==> src/rtl/icmp_echo_parser_top_macros.svh <==
// assertion macros shared by the icmp echo parser rtl
`ifndef ICMP_ECHO_PARSER_TOP_MACROS_SVH
`define ICMP_ECHO_PARSER_TOP_MACROS_SVH

`ifndef NO_ASSERTIONS

// same-cycle implication
`define IEP_ASSERT_IMPL(lbl, clk, rst_n, ante, cons) \
    lbl: assert property (@(posedge clk) disable iff (!rst_n) (ante) |-> (cons)) \
        else $error("iep assertion failed");

// next-cycle implication
`define IEP_ASSERT_NEXT(lbl, clk, rst_n, ante, cons) \
    lbl: assert property (@(posedge clk) disable iff (!rst_n) (ante) |=> (cons)) \
        else $error("iep assertion failed");

`else

`define IEP_ASSERT_IMPL(lbl, clk, rst_n, ante, cons)
`define IEP_ASSERT_NEXT(lbl, clk, rst_n, ante, cons)

`endif

`endif

==> src/rtl/iep_pkg.sv <==
// types and constants of the icmp echo parser
package iep_pkg;

    localparam logic [15:0] HEADER_LEN        = 16'd8;
    localparam logic [15:0] WORD_ALL          = 16'hFFFF;
    localparam logic [7:0]  TYPE_REQUEST      = 8'd8;
    localparam logic [7:0]  TYPE_REPLY        = 8'd0;
    localparam logic [15:0] MAX_PAYLOAD_RESET = 16'd1472;

    localparam logic KIND_PAYLOAD = 1'b0;
    localparam logic KIND_STATUS  = 1'b1;

    localparam int   APB_ADDR_W      = 3;
    localparam logic REG_MAX_PAYLOAD = 1'b0;

    typedef enum logic [2:0] {
        ST_OK        = 3'd0,
        ST_SHORT     = 3'd1,
        ST_BAD_TYPE  = 3'd2,
        ST_BAD_CODE  = 3'd3,
        ST_BAD_CSUM  = 3'd4,
        ST_TOO_LONG  = 3'd5
    } t_status;

    typedef struct packed {
        logic        result_kind;
        logic [7:0]  payload_byte;
        t_status     status;
        logic        is_request;
        logic [15:0] identifier;
        logic [15:0] sequence_res;
        logic [15:0] checksum_field;
        logic [15:0] body_len;
    } t_result;

    // a = payload result, b = status result; a goes out first
    typedef struct packed {
        logic a_valid;
        logic b_valid;
    } t_push;

endpackage

==> src/rtl/iep_cfg.sv <==
// apb register block holding the payload length limit
module iep_cfg (
    input  logic                           i_clk,
    input  logic                           i_rst_n,
    input  logic                           psel,
    input  logic                           penable,
    input  logic                           pwrite,
    input  logic [iep_pkg::APB_ADDR_W-1:0] paddr,
    input  logic [31:0]                    pwdata,
    output logic [31:0]                    prdata,
    output logic                           pready,
    output logic [15:0]                    o_max_body_len
);

    logic [15:0] r_max;
    logic        w_index;
    logic        w_write;

    assign w_index = paddr[iep_pkg::APB_ADDR_W-1];
    assign w_write = psel && penable && pwrite;
    assign pready  = 1'b1;

    always_ff @(posedge i_clk) begin
        if (!i_rst_n) begin
            r_max <= iep_pkg::MAX_PAYLOAD_RESET;
        end else if (w_write && (w_index == iep_pkg::REG_MAX_PAYLOAD)) begin
            r_max <= pwdata[15:0];
        end
    end

    always_comb begin
        unique case (w_index)
            iep_pkg::REG_MAX_PAYLOAD: prdata = {16'd0, r_max};
            default:                  prdata = '0;
        endcase
    end

    assign o_max_body_len = r_max;

endmodule

==> src/rtl/iep_core.sv <==
// input register, header capture, checksum and status decision
`include "icmp_echo_parser_top_macros.svh"

module iep_core (
    input  logic             i_clk,
    input  logic             i_rst_n,
    input  logic             i_in_valid,
    input  logic [7:0]       i_byte_value,
    input  logic             i_last_byte,
    output logic             o_in_stall,
    input  logic             i_room,
    input  logic [15:0]      i_max_body_len,
    output iep_pkg::t_push   o_push,
    output iep_pkg::t_result o_res_a,
    output iep_pkg::t_result o_res_b
);

    logic        r_in_valid;
    logic [7:0]  r_byte;
    logic        r_last;

    logic [15:0] r_byte_count;
    logic [15:0] r_sum;
    logic [7:0]  r_pending;
    logic [7:0]  r_type;
    logic [7:0]  r_code;
    logic [15:0] r_id;
    logic [15:0] r_seq;
    logic [15:0] r_csum;

    logic [15:0] n_byte_count;
    logic [15:0] n_sum;
    logic [7:0]  n_pending;
    logic [7:0]  n_type;
    logic [7:0]  n_code;
    logic [15:0] n_id;
    logic [15:0] n_seq;
    logic [15:0] n_csum;

    logic        w_fire;
    logic        w_in_header;
    logic        w_add;
    logic [15:0] w_word;
    logic [16:0] w_sum_wide;
    logic [15:0] w_plen;
    logic        w_type_bad;
    logic        w_at_top;
    iep_pkg::t_status w_status;

    assign w_fire     = r_in_valid && i_room;
    assign o_in_stall = r_in_valid && !i_room;

    always_ff @(posedge i_clk) begin
        if (!i_rst_n) begin
            r_in_valid <= 1'b0;
        end else if (!o_in_stall) begin
            r_in_valid <= i_in_valid;
        end
    end

    always_ff @(posedge i_clk) begin
        if (!o_in_stall && i_in_valid) begin
            r_byte <= i_byte_value;
            r_last <= i_last_byte;
        end
    end

    assign w_in_header = (r_byte_count < iep_pkg::HEADER_LEN);
    assign w_at_top    = (r_byte_count == iep_pkg::WORD_ALL);

    // header capture
    always_comb begin
        n_type = r_type;
        n_code = r_code;
        n_csum = r_csum;
        n_id   = r_id;
        n_seq  = r_seq;
        if (w_in_header) begin
            case (r_byte_count[2:0])
                3'd0:         n_type = r_byte;
                3'd1:         n_code = r_byte;
                3'd2, 3'd3:   n_csum = {r_csum[7:0], r_byte};
                3'd4, 3'd5:   n_id   = {r_id[7:0], r_byte};
                default:      n_seq  = {r_seq[7:0], r_byte};
            endcase
        end
    end

    // one's-complement sum, a lone final byte is the high half of a word
    always_comb begin
        if (!r_byte_count[0]) begin
            w_add     = r_last;
            w_word    = {r_byte, 8'h00};
            n_pending = r_last ? r_pending : r_byte;
        end else begin
            w_add     = 1'b1;
            w_word    = {r_pending, r_byte};
            n_pending = r_pending;
        end
        w_sum_wide = {1'b0, r_sum} + {1'b0, w_word};
        n_sum      = w_add ? (w_sum_wide[15:0] + {15'd0, w_sum_wide[16]}) : r_sum;
    end

    // counter sticks at all ones
    assign n_byte_count = w_at_top ? r_byte_count : r_byte_count + 16'd1;
    assign w_plen       = n_byte_count - iep_pkg::HEADER_LEN;
    assign w_type_bad   = (n_type != iep_pkg::TYPE_REQUEST) && (n_type != iep_pkg::TYPE_REPLY);

    always_comb begin
        if (n_byte_count < iep_pkg::HEADER_LEN) begin
            w_status = iep_pkg::ST_SHORT;
        end else if (w_type_bad) begin
            w_status = iep_pkg::ST_BAD_TYPE;
        end else if (n_code != 8'd0) begin
            w_status = iep_pkg::ST_BAD_CODE;
        end else if (n_sum != iep_pkg::WORD_ALL) begin
            w_status = iep_pkg::ST_BAD_CSUM;
        end else if (w_plen > i_max_body_len) begin
            w_status = iep_pkg::ST_TOO_LONG;
        end else begin
            w_status = iep_pkg::ST_OK;
        end
    end

    always_comb begin
        o_res_a              = '0;
        o_res_a.result_kind  = iep_pkg::KIND_PAYLOAD;
        o_res_a.payload_byte = r_byte;
        o_res_a.status       = iep_pkg::ST_OK;

        o_res_b              = '0;
        o_res_b.result_kind  = iep_pkg::KIND_STATUS;
        o_res_b.status       = w_status;
        if (w_status == iep_pkg::ST_OK) begin
            o_res_b.is_request     = (n_type == iep_pkg::TYPE_REQUEST);
            o_res_b.identifier     = n_id;
            o_res_b.sequence_res   = n_seq;
            o_res_b.checksum_field = n_csum;
            o_res_b.body_len       = w_plen;
        end

        o_push.a_valid = w_fire && !w_in_header;
        o_push.b_valid = w_fire && r_last;
    end

    always_ff @(posedge i_clk) begin
        if (!i_rst_n) begin
            r_byte_count <= '0;
            r_sum        <= '0;
            r_pending    <= '0;
            r_type       <= '0;
            r_code       <= '0;
            r_id         <= '0;
            r_seq        <= '0;
            r_csum       <= '0;
        end else if (w_fire) begin
            if (r_last) begin
                r_byte_count <= '0;
                r_sum        <= '0;
                r_pending    <= '0;
                r_type       <= '0;
                r_code       <= '0;
                r_id         <= '0;
                r_seq        <= '0;
                r_csum       <= '0;
            end else begin
                r_byte_count <= n_byte_count;
                r_sum        <= n_sum;
                r_pending    <= n_pending;
                r_type       <= n_type;
                r_code       <= n_code;
                r_id         <= n_id;
                r_seq        <= n_seq;
                r_csum       <= n_csum;
            end
        end
    end

    `IEP_ASSERT_NEXT(a_run_clears, i_clk, i_rst_n, w_fire && r_last, r_byte_count == 16'd0)
    `IEP_ASSERT_NEXT(a_count_sticks, i_clk, i_rst_n, w_fire && !r_last && w_at_top, w_at_top)
    `IEP_ASSERT_NEXT(a_held_beat_kept, i_clk, i_rst_n, o_in_stall,
                     r_in_valid && $stable(r_byte) && $stable(r_last))

endmodule

==> src/rtl/iep_out_fifo.sv <==
// small result queue, takes up to two results a cycle and gives one
`include "icmp_echo_parser_top_macros.svh"

module iep_out_fifo #(
    parameter int DEPTH = 4
) (
    input  logic             i_clk,
    input  logic             i_rst_n,
    input  iep_pkg::t_push   i_push,
    input  iep_pkg::t_result i_res_a,
    input  iep_pkg::t_result i_res_b,
    output logic             o_room,
    output logic             o_valid,
    input  logic             i_pop,
    output iep_pkg::t_result o_head
);

    localparam int PTR_W = (DEPTH > 2) ? $clog2(DEPTH) : 1;
    localparam int CNT_W = $clog2(DEPTH + 1);
    localparam logic [PTR_W-1:0] PTR_LAST = PTR_W'(DEPTH - 1);

    iep_pkg::t_result r_mem [DEPTH];
    logic [PTR_W-1:0] r_wr;
    logic [PTR_W-1:0] r_rd;
    logic [CNT_W-1:0] r_count;

    logic [PTR_W-1:0] w_wr1;
    logic [PTR_W-1:0] w_wr2;
    logic [PTR_W-1:0] w_rd1;
    logic [1:0]       w_push_n;
    logic             w_pop;

    assign w_wr1 = (r_wr == PTR_LAST) ? '0 : r_wr + PTR_W'(1);
    assign w_wr2 = (w_wr1 == PTR_LAST) ? '0 : w_wr1 + PTR_W'(1);
    assign w_rd1 = (r_rd == PTR_LAST) ? '0 : r_rd + PTR_W'(1);

    assign w_push_n = {1'b0, i_push.a_valid} + {1'b0, i_push.b_valid};
    assign w_pop    = i_pop && o_valid;

    // room for two results, so a final payload byte never blocks
    assign o_room  = (r_count <= CNT_W'(DEPTH - 2));
    assign o_valid = (r_count != '0);
    assign o_head  = r_mem[r_rd];

    always_ff @(posedge i_clk) begin
        if (i_push.a_valid) begin
            r_mem[r_wr] <= i_res_a;
        end
        if (i_push.b_valid) begin
            r_mem[i_push.a_valid ? w_wr1 : r_wr] <= i_res_b;
        end
    end

    always_ff @(posedge i_clk) begin
        if (!i_rst_n) begin
            r_wr    <= '0;
            r_rd    <= '0;
            r_count <= '0;
        end else begin
            case (w_push_n)
                2'd1:    r_wr <= w_wr1;
                2'd2:    r_wr <= w_wr2;
                default: r_wr <= r_wr;
            endcase
            if (w_pop) begin
                r_rd <= w_rd1;
            end
            r_count <= r_count + CNT_W'(w_push_n) - CNT_W'(w_pop);
        end
    end

    `IEP_ASSERT_IMPL(a_push_has_room, i_clk, i_rst_n, i_push.a_valid || i_push.b_valid, o_room)
    `IEP_ASSERT_IMPL(a_count_bound, i_clk, i_rst_n, 1'b1, r_count <= CNT_W'(DEPTH))
    `IEP_ASSERT_NEXT(a_pop_drains, i_clk, i_rst_n, w_pop && (w_push_n == 2'd0), r_count == $past(r_count) - CNT_W'(1))

endmodule

==> src/rtl/icmp_echo_parser_top.sv <==
// icmp echo parser: checks an icmp echo message arriving one byte a beat
//
// input channel: one byte per beat (i_byte_value), i_last_byte on the final
// byte of a message. output channel: one result per beat; result_kind 0 is a
// payload byte (every byte at offset 8 and on), result_kind 1 is the status
// result that closes the message and carries the header fields when ok.
// apb port: register 0 at address 0 is the payload length limit (reset 1472).
// path: a byte passes through the input register, then the result queue, before
// its first result can be taken.
// throughput: one byte per cycle while the result queue has room; the step for
// a byte is a single 16 bit end-around-carry add, so the input register can feed
// the result queue every cycle. a final byte inside the payload yields two
// results, which the one-result-per-beat output drains one after the other.
// reset: clears the message state and the queue, the limit returns to 1472.
// output stall: results queue up (OUT_DEPTH entries); once fewer than two
// entries are free the input byte is held and o_in_stall is raised.
module icmp_echo_parser_top #(
    parameter int OUT_DEPTH = 4
) (
    input  logic                           i_clk,
    input  logic                           i_rst_n,
    input  logic                           i_in_valid,
    output logic                           o_in_stall,
    input  logic [7:0]                     i_byte_value,
    input  logic                           i_last_byte,
    output logic                           o_out_valid,
    input  logic                           i_out_stall,
    output logic                           o_result_kind,
    output logic [7:0]                     o_payload_byte,
    output logic [2:0]                     o_status,
    output logic                           o_is_request,
    output logic [15:0]                    o_identifier,
    output logic [15:0]                    o_sequence_res,
    output logic [15:0]                    o_checksum_field,
    output logic [15:0]                    o_body_len,
    input  logic                           psel,
    input  logic                           penable,
    input  logic                           pwrite,
    input  logic [iep_pkg::APB_ADDR_W-1:0] paddr,
    input  logic [31:0]                    pwdata,
    output logic [31:0]                    prdata,
    output logic                           pready
);

    logic             w_room;
    logic [15:0]      w_max_body_len;
    iep_pkg::t_push   w_push;
    iep_pkg::t_result w_res_a;
    iep_pkg::t_result w_res_b;
    iep_pkg::t_result w_head;

    iep_cfg u_cfg (
        .i_clk          (i_clk),
        .i_rst_n        (i_rst_n),
        .psel           (psel),
        .penable        (penable),
        .pwrite         (pwrite),
        .paddr          (paddr),
        .pwdata         (pwdata),
        .prdata         (prdata),
        .pready         (pready),
        .o_max_body_len (w_max_body_len)
    );

    iep_core u_core (
        .i_clk          (i_clk),
        .i_rst_n        (i_rst_n),
        .i_in_valid     (i_in_valid),
        .i_byte_value   (i_byte_value),
        .i_last_byte    (i_last_byte),
        .o_in_stall     (o_in_stall),
        .i_room         (w_room),
        .i_max_body_len (w_max_body_len),
        .o_push         (w_push),
        .o_res_a        (w_res_a),
        .o_res_b        (w_res_b)
    );

    iep_out_fifo #(
        .DEPTH (OUT_DEPTH)
    ) u_out_fifo (
        .i_clk   (i_clk),
        .i_rst_n (i_rst_n),
        .i_push  (w_push),
        .i_res_a (w_res_a),
        .i_res_b (w_res_b),
        .o_room  (w_room),
        .o_valid (o_out_valid),
        .i_pop   (!i_out_stall),
        .o_head  (w_head)
    );

    assign o_result_kind    = w_head.result_kind;
    assign o_payload_byte   = w_head.payload_byte;
    assign o_status         = w_head.status;
    assign o_is_request     = w_head.is_request;
    assign o_identifier     = w_head.identifier;
    assign o_sequence_res   = w_head.sequence_res;
    assign o_checksum_field = w_head.checksum_field;
    assign o_body_len       = w_head.body_len;

endmodule

==> config.mk <==
export PLATFORM = sky130hd
export DESIGN_NAME = icmp_echo_parser_top
export DESIGN_NICKNAME = d
export VERILOG_FILES = /design/src/rtl/iep_pkg.sv /design/src/rtl/iep_cfg.sv /design/src/rtl/iep_core.sv /design/src/rtl/iep_out_fifo.sv /design/src/rtl/icmp_echo_parser_top.sv
export VERILOG_INCLUDE_DIRS = /design/src /design/src/rtl
export SDC_FILE = /design/constraint.sdc
export NUM_CORES = 1
export LEC_CHECK = 0
export ABC_AREA = 1
export BUFFER_PORTS_ARGS = -buffer_cell sky130_fd_sc_hd__buf_2
export CAP_MARGIN = 20
export CORE_AREA = 4 4 204 404
export DETAILED_ROUTE_END_ITERATION = 8
export DIE_AREA = 0 0 208 408
export REMOVE_ABC_BUFFERS = 1
export SKIP_LAST_GASP = 1
export SLEW_MARGIN = 20
export SYNTH_ARGS = -nofsm -noshare
export SYNTH_HDL_FRONTEND = slang
export SYNTH_SLANG_ARGS = --single-unit
==> constraint.sdc <==
create_clock -name i_clk -period 5.6 [get_ports i_clk]
set_input_delay 0.56 -clock i_clk [delete_from_list [all_inputs] [get_ports i_clk]]
set_output_delay 0.56 -clock i_clk [all_outputs]
set_load 0.01 [all_outputs]
==> results of run 1 <==
[metal layers]
metal | vias to the layer above | track usage (%) | share of wire [%]
met5 | - | 0 | 0
met4 | 0 | 8.183 | 5.4
met3 | 165 | 1.299 | 3.5
met2 | 480 | 29.02 | 53
met1 | 9001 | 16.96 | 38
li1 | 9147 | - | -
[synth_stat cells (6+ instances only)]
library cell | number | share of area (%)
mux2i_1 | 22 | 0.94
clkbuf_1 | 129 | 2.1
xor2_1 | 23 | 0.86
nand2_1 | 520 | 8.3
nand3_1 | 69 | 1.5
or2_2 | 17 | 0.45
buf_1 | 11 | 0.18
xnor2_1 | 6 | 0.22
mux2_2 | 16 | 0.77
o22ai_1 | 77 | 2.0
o21ai_0 | 215 | 4.6
nand4_4 | 50 | 4.5
a21oi_1 | 170 | 3.6
inv_1 | 160 | 2.6
dfxtp_1 | 166 | 14
nor2_1 | 374 | 6.0
nand4_1 | 43 | 1.1
nor2_2 | 153 | 4.1
buf_2 | 9 | 0.19
ha_1 | 51 | 2.7
nor3_1 | 10 | 0.21
buf_4 | 25 | 0.80
edfxtp_1 | 281 | 36
inv_2 | 13 | 0.21
[cell families (layout without fill, tap and decap cells)]
kind of cell / count (synthesis) / after routing / share of synthesized area, %
AND/OR/NAND/NOR: 1257 / 1257 / 26.99
AO/OA/AOI/OAI: 482 / 482 / 10.91
flip-flops: 447 / 447 / 49.94
buffers and inverters: 354 / 479 / 6.465
adder cells (fa/ha/maj): 53 / 53 / 2.879
multiplexers: 38 / 38 / 1.700
XOR/XNOR: 29 / 29 / 1.078
other: 2 / 17 / 0.03189
[power groups by stage]
stage / registers (mW) / logic, mW / clock network (mW)
floorplan: 3.78 / 1.09 / 0
global placement: 3.76 / 2.09 / 0
detailed placement: 3.76 / 2.11 / 0
CTS: 3.69 / 2.11 / 3.05
global route: 3.70 / 2.29 / 3.15
finish: 3.69 / 2.08 / 2.98
[metrics by stage]
stage	instance area, sq um	TNS, ns
6_report	27130	0
5_1_grt	27130	0
4_1_cts	26980	0
3_5_place_dp	25580	0
3_3_place_gp	25580	0
2_1_floorplan	22740	-1611.60
[registers in the layout, summed over array words and instances, names as in the netlist, named ones only]
register,cells
u_core.r_pending,8
u_out_fifo.r_wr,2
u_out_fifo.r_rd,2
u_out_fifo.r_mem,308
u_core.r_id,16
u_cfg.o_max_body_len,16
u_out_fifo.r_count,3
u_core.r_code,8
u_core.r_byte,8
u_core.r_last,1
u_core.r_type,8
u_core.r_csum,16
u_core.r_sum,16
u_core.r_seq,16
u_core.r_in_valid,1
u_core.r_byte_count,16
[layout make-up]
type	instances	area share, %
Inverter	174	2.445
Timing Repair Buffer	233	5.701
Clock buffer	51	4.110
Multi-Input combinational cell	1876	38.50
Sequential cell	447	43.39
Tap cell	1036	4.779
Clock inverter	21	1.079
[layout by cell type (no fill, tap or decap), types with 6 or more instances in the layout]
| cell | Yosys | final |
|---|---|---|
| a21oi_1 | 170 | 170 |
| buf_12 | 5 | 8 |
| buf_2 | 9 | 127 |
| buf_4 | 25 | 94 |
| bufinv_16 | 0 | 6 |
| clkbuf_16 | 0 | 41 |
| clkinv_2 | 0 | 10 |
| conb_1 | 2 | 17 |
| dfxtp_1 | 166 | 163 |
| edfxtp_1 | 281 | 281 |
| ha_1 | 51 | 49 |
| inv_1 | 160 | 159 |
| inv_2 | 13 | 7 |
| mux2_2 | 16 | 16 |
| mux2i_1 | 22 | 22 |
| nand2_1 | 520 | 512 |
| nand2_2 | 4 | 7 |
| nand3_1 | 69 | 66 |
| nand4_1 | 43 | 43 |
| nand4_4 | 50 | 51 |
| nor2_1 | 374 | 368 |
| nor2_2 | 153 | 156 |
| nor2_4 | 3 | 6 |
| nor3_1 | 10 | 10 |
| o21ai_0 | 215 | 213 |
| o22ai_1 | 77 | 77 |
| or2_2 | 17 | 17 |
| xnor2_1 | 6 | 6 |
| xor2_1 | 23 | 23 |
[critical path: cells and delay by family, from the launching register on]
family          cells  cell delay [ns]
simple gates       14             2.09
buf+inv             9             1.32
fa+ha+maj           3             0.71
compound gates      2             0.39
flops               1             0.37
xor+xnor            1             0.15
[how the worst min path moves through the flow]
stage | startpoint | to | slack, ns | cells after the start
6_report | i_last_byte | u_core.r_last | 0.17 | 1
5_1_grt | i_last_byte | u_core.r_last | 0.16 | 1
4_1_cts | i_last_byte | u_core.r_last | 0.14 | 1
3_5_place_dp | u_out_fifo.r_mem[2][76] | u_out_fifo.r_mem[2][76] | 0.44 | 2
3_3_place_gp | u_out_fifo.r_mem[2][76] | u_out_fifo.r_mem[2][76] | 0.44 | 2
2_1_floorplan | u_out_fifo.r_mem[1][76] | u_out_fifo.r_mem[1][76] | 0.42 | 2
[repair_timing]
item / in CTS / in global routing
resized for setup: 0 / 19
hold buffers: 0 / 0
endpoints found under the setup margin: 0 / 260
buffers inserted: 0 / 9
==> flow_summary.yaml, run 1 <==
status:
  status: "complete, no violations"
grt:
  via_count_of_the_first_global_routing_pass: 18767
  first_pass_grt_wire_length_um: 104500
  track_usage_pct: 15.39
  maximum_number_of_pins_on_one_net_before_global_route_repair: 83
  grt_antenna_before_repair: 1
  grt.overflow.total: 0
floorplan:
  floorplan.core_area_sq_mm: 0.07928
  rows: 146
  dieWidth_um: 208
  die_area_sq_mm: 0.08486
  number_of_top_level_pins: 163
  initial_utilization_pct: 29.71
  dieHeight_um: 408
sta:
  final_hold_viol_count: 0
  finalCriticalPeriod_ns: 5.223
  grt_setup_unrepaired: "no"
  total_of_endpoints_with_negative_setup_slack_in_the_final_report: 0
  maxClockFrequency_mhz: 191.5
  layout_setup_ws_ns: 0.3774
  timing.final.max_slew_violations: 0
  share_of_the_clock_period_used_by_the_worst_path_pct: 93.26
  hold-worst-slack_ns: 0.1704
  timing.clock.skew_ns: 0.01903
  worst_slew_pin_slew_ns: 1.055
  maxSlewHeadroom_pct: 29.51
setup_path:
  startpoint: "u_core.r_byte_count[0]"
  timing.critical_path.fanout_max: 13
  worstSetupStartpointType: "flip-flop"
  cpPeakStageDelay_ns: 0.45
  reg2reg_to: "u_out_fifo.r_mem[0][22]"
  setup.worst_path.end_class: "flip-flop"
  worst-r2r-setup-slack_ns: 0.38
  crit_path_top_delay_cell: "or4_1"
  cp_data_arrival_time_ns: 5.63
  r2r_cells: 29
  most_frequent_cell_on_the_critical_path: "buf_4"
  worst-endpoint-required_ns: 6.01
  cp-endpoint: "u_out_fifo.r_mem[0][22]"
  path_class: "reg -> reg"
  r2r-start: "u_core.r_byte_count[0]"
power_and_ir_drop:
  p_sw_share_pct: 32.32
  net-switching-power_mw: 2.827
  internal_power_summed_over_all_cells_mw: 5.918
  comb_power_share_pct: 23.7
  totalPowerFinal_mw: 8.745
  power_per_cell_area_mw_per_mm2: 322.4
  p_seq_share_pct: 42.1
  vdd.ir_drop.worst_uv: 209.6
  clk_pwr_share_pct: 34.1
  power.static_leakage_nw: 9.726
synth:
  synth.avg_cell_area_sq_um: 8.847
  syn-cell-area_sq_mm: 0.02355
  number_of_enable_flip_flop_cells_after_synthesis: 281
  synth_seq_cells: 447
  netlist_instances: 2662
  synth-async-reset-ratio_pct: 0
  ys_dominant_reg_cell: "edfxtp_1"
  yosysUniqueCellTypes: 54
  synth-warning-count: 0
  yosysSeqAreaShare_pct: 49.94
clock_tree:
  cts.htree.levels: 2
  clkLatencyLatePin_ns: 0.56
  cts_tree: "built"
  cts_sinks: 447
  cts-buffers-inserted: 40
  clock_tree.buffer_depth: 3
  root_buffer: "clkbuf_16"
  clk_transition_reported_paths_ns: 0.07
drt:
  via_per_inst: 4.897
  dr.first_iter.drc_count: 1026
  antenna_left: 0
  wire_length_per_cell_after_detailed_routing_um: 17.65
  routed_wl_um: 67730
  via_count: 18793
  drc: 0
  drt-pass1-iter-count: 5
final_layout:
  multi_input_comb_area_sq_mm: 0.01044
  ff_latch_area_sq_mm: 0.01177
  fillers: 8151
  design.final.nets: 2876
  area.growth.synth_to_final_pct: 15.18
  fraction_of_final_layout_cells_with_drive_strength_greater_than_1_pct: 21.02
  num_antenna_cells: 0
  final_cells: 3838
  post-route-util_pct: 34.22
place:
  numPlacedInstances: 3757
  dp_slack_ns: 0.1694
  dp_hpwl_um: 44990
  gpl.final_weighted_congestion: 0.8950
  placement.io_buffers: 127
flow_run:
  drv_cap: 0
min_path:
  worst_hold_path_type: "in -> reg"
(Power assumes the default switching activity.)
==> run 2: changes to the inputs <==
==> constraint.sdc (replaced) <==
create_clock -name i_clk -period 6.6 [get_ports i_clk]
set_input_delay 1.32 -clock i_clk [delete_from_list [all_inputs] [get_ports i_clk]]
set_output_delay 1.32 -clock i_clk [all_outputs]
set_load 0.01 [all_outputs]
==> run 2 against run 1 <==
Against the previous run:
- worst setup slack improved by 0.35 ns
- sequential power shrank 15%
- critical path depth grew 4
==> flow_summary.yaml, run 2 (same netlist as run 1, synthesis figures left out) <==
floorplan:
  dieWidth_um: 208
  rows: 146
  number_of_top_level_pins: 163
  dieHeight_um: 408
  initial_utilization_pct: 29.71
  die_area_sq_mm: 0.08486
  floorplan.core_area_sq_mm: 0.07928
drt:
  via_per_inst: 4.920
  antenna_left: 0
  dr.first_iter.drc_count: 963
  drt-pass1-iter-count: 7
  wire_length_per_cell_after_detailed_routing_um: 17.67
  via_count: 18596
  routed_wl_um: 66790
  drc: 0
setup_path:
  worst-r2r-setup-slack_ns: 0.72
  setup.worst_path.end_class: "flip-flop"
  cp_data_arrival_time_ns: 6.32
  cpPeakStageDelay_ns: 0.48
  worst-endpoint-required_ns: 7.04
  timing.critical_path.fanout_max: 42
  most_frequent_cell_on_the_critical_path: "nand2_1"
  crit_path_top_delay_cell: "dfxtp_2"
  reg2reg_to: "u_out_fifo.r_mem[2][1]"
  worstSetupStartpointType: "flip-flop"
  r2r_cells: 33
  r2r-start: "u_core.r_byte_count[0]"
  path_class: "reg -> reg"
sta:
  final_hold_viol_count: 0
  finalCriticalPeriod_ns: 5.877
  timing.clock.skew_ns: 0.03254
  total_of_endpoints_with_negative_setup_slack_in_the_final_report: 0
  timing.final.max_slew_violations: 0
  worst_slew_pin_slew_ns: 1.095
  hold-worst-slack_ns: 0.4519
  share_of_the_clock_period_used_by_the_worst_path_pct: 89.05
  maxClockFrequency_mhz: 170.1
  grt_setup_unrepaired: "no"
  setup-tns-final_ns: 0
  maxSlewHeadroom_pct: 26.97
clock_tree:
  root_buffer: "clkbuf_16"
  cts.htree.levels: 2
  cts_tree: "built"
  post_cts_hold_fix_bufs: 0
  post_cts.repair.setup_buffers: 0
  clkLatencyLatePin_ns: 0.59
  clock_tree.buffer_depth: 3
  cts-buffers-inserted: 41
  clk_transition_reported_paths_ns: 0.07
  post_cts_resize_count: 0
  cts_sinks: 447
grt:
  maximum_number_of_pins_on_one_net_before_global_route_repair: 83
  first_pass_grt_wire_length_um: 102900
  grt_antenna_before_repair: 1
  via_count_of_the_first_global_routing_pass: 18308
  grt.overflow.total: 0
  track_usage_pct: 15.21
place:
  numPlacedInstances: 3702
  placement.io_buffers: 127
  dp_hpwl_um: 44060
  postPlaceCellArea_sq_mm: 0.02513
  gpl.final_weighted_congestion: 0.8995
final_layout:
  multi_input_comb_area_sq_mm: 0.01040
  fillers: 8186
  mostFrequentLayoutCells: "nand2_1 (515), nor2_1 (372), edfxtp_1 (281)"
  finalInstanceArea_sq_mm: 0.02653
  final_common_cell: "nand2_1"
  design.final.nets: 2814
  largest_register_ffs: 308
  ff_latch_area_sq_mm: 0.01177
  top_register_by_number_of_flip_flops: "u_out_fifo.r_mem"
  final_cells: 3780
  area.growth.synth_to_final_pct: 12.65
  fraction_of_final_layout_cells_with_drive_strength_greater_than_1_pct: 18.59
power_and_ir_drop:
  power.static_leakage_nw: 9.386
  power_per_cell_area_mw_per_mm2: 277.2
  vdd.ir_drop.worst_uv: 172.9
status:
  status: "complete, no violations"
min_path:
  worstHoldPathCells: 2
  worst_hold_path_type: "reg -> reg"
  start_point_of_the_worst_hold_path: "u_out_fifo.r_mem[1][76]"
  worstHoldEndpoint: "u_out_fifo.r_mem[1][76]"
flow_run:
  drv_cap: 0
==> run 2: changes by cell type in the layout (fill, tap and decap cells not counted), moves of 3 or more <==
cell and change:
nor2_1 +4, inv_6 -3, clkinv_1 +9, buf_6 -3, clkbuf_8 -4, nand2_1 +3, nand2_2 -3, buf_4 -56
buf_12 -4
==> run 2: cell type report <==
cell class	count	share of cell area, %
antenna	1	0.009432
clock buffer	46	3.975
clock inverter	30	1.264
inverter	174	2.499
multi-input combinational	1876	39.20
sequential	447	44.35
tap	1036	4.886
timing repair buffer	170	3.815
==> run 2: report_power, final <==
part           leakage (nW)  internal [mW]  switching [mW]  total, mW
logic                  4.68          0.509            1.20       1.71
registers              4.04           3.04          0.0961       3.14
clock network         0.668           1.37            1.14       2.51
total                  9.39           4.92            2.43       7.35
==> run 2: how the worst max path moves through the flow <==
stage | startpoint | to | slack (ns) | cells past startpoint
6_report | u_core.r_byte_count[0] | u_out_fifo.r_mem[2][1] | 0.72 | 33
5_1_grt | u_core.r_byte_count[0] | u_out_fifo.r_mem[1][2] | 0.18 | 33
2_1_floorplan | u_core.r_byte_count[0] | u_out_fifo.r_mem[0][0] | -4.25 | 12
3_5_place_dp | u_core.r_byte_count[0] | u_out_fifo.r_mem[0][55] | 0.56 | 34
4_1_cts | u_core.r_byte_count[0] | u_out_fifo.r_mem[1][55] | 0.52 | 34
3_3_place_gp | u_core.r_byte_count[0] | u_out_fifo.r_mem[3][55] | 0.68 | 34
==> run 2: critical path: cells and delay by family (launching register included) <==
kind,cells,cell delay [ns]
AO/OA/AOI/OAI,3,0.49
flip-flops,1,0.48
AND/OR/NAND/NOR,21,2.95
adder cells (fa/ha/maj),4,1.08
buffers and inverters,5,0.64
==> run 2: metrics by stage <==
stage               util [%]  setup WS [ns]  power [mW]
floorplan                  -         -4.253       4.133
global placement       31.69         0.6820       4.938
detailed placement     31.69         0.5554       4.947
CTS                    33.45         0.5222       7.465
global route           33.46         0.1807       7.713
finish                 33.47         0.7227       7.354
==> run 2: layer usage <==
layer / GRT usage, % / part of all wire, % / up-vias
met2: 28.56 / 53 / 453
met4: 9.022 / 5.9 / 0
met5: 0 / 0 / -
li1: - / - / 9036
met3: 1.230 / 3.1 / 180
met1: 16.48 / 38 / 8927
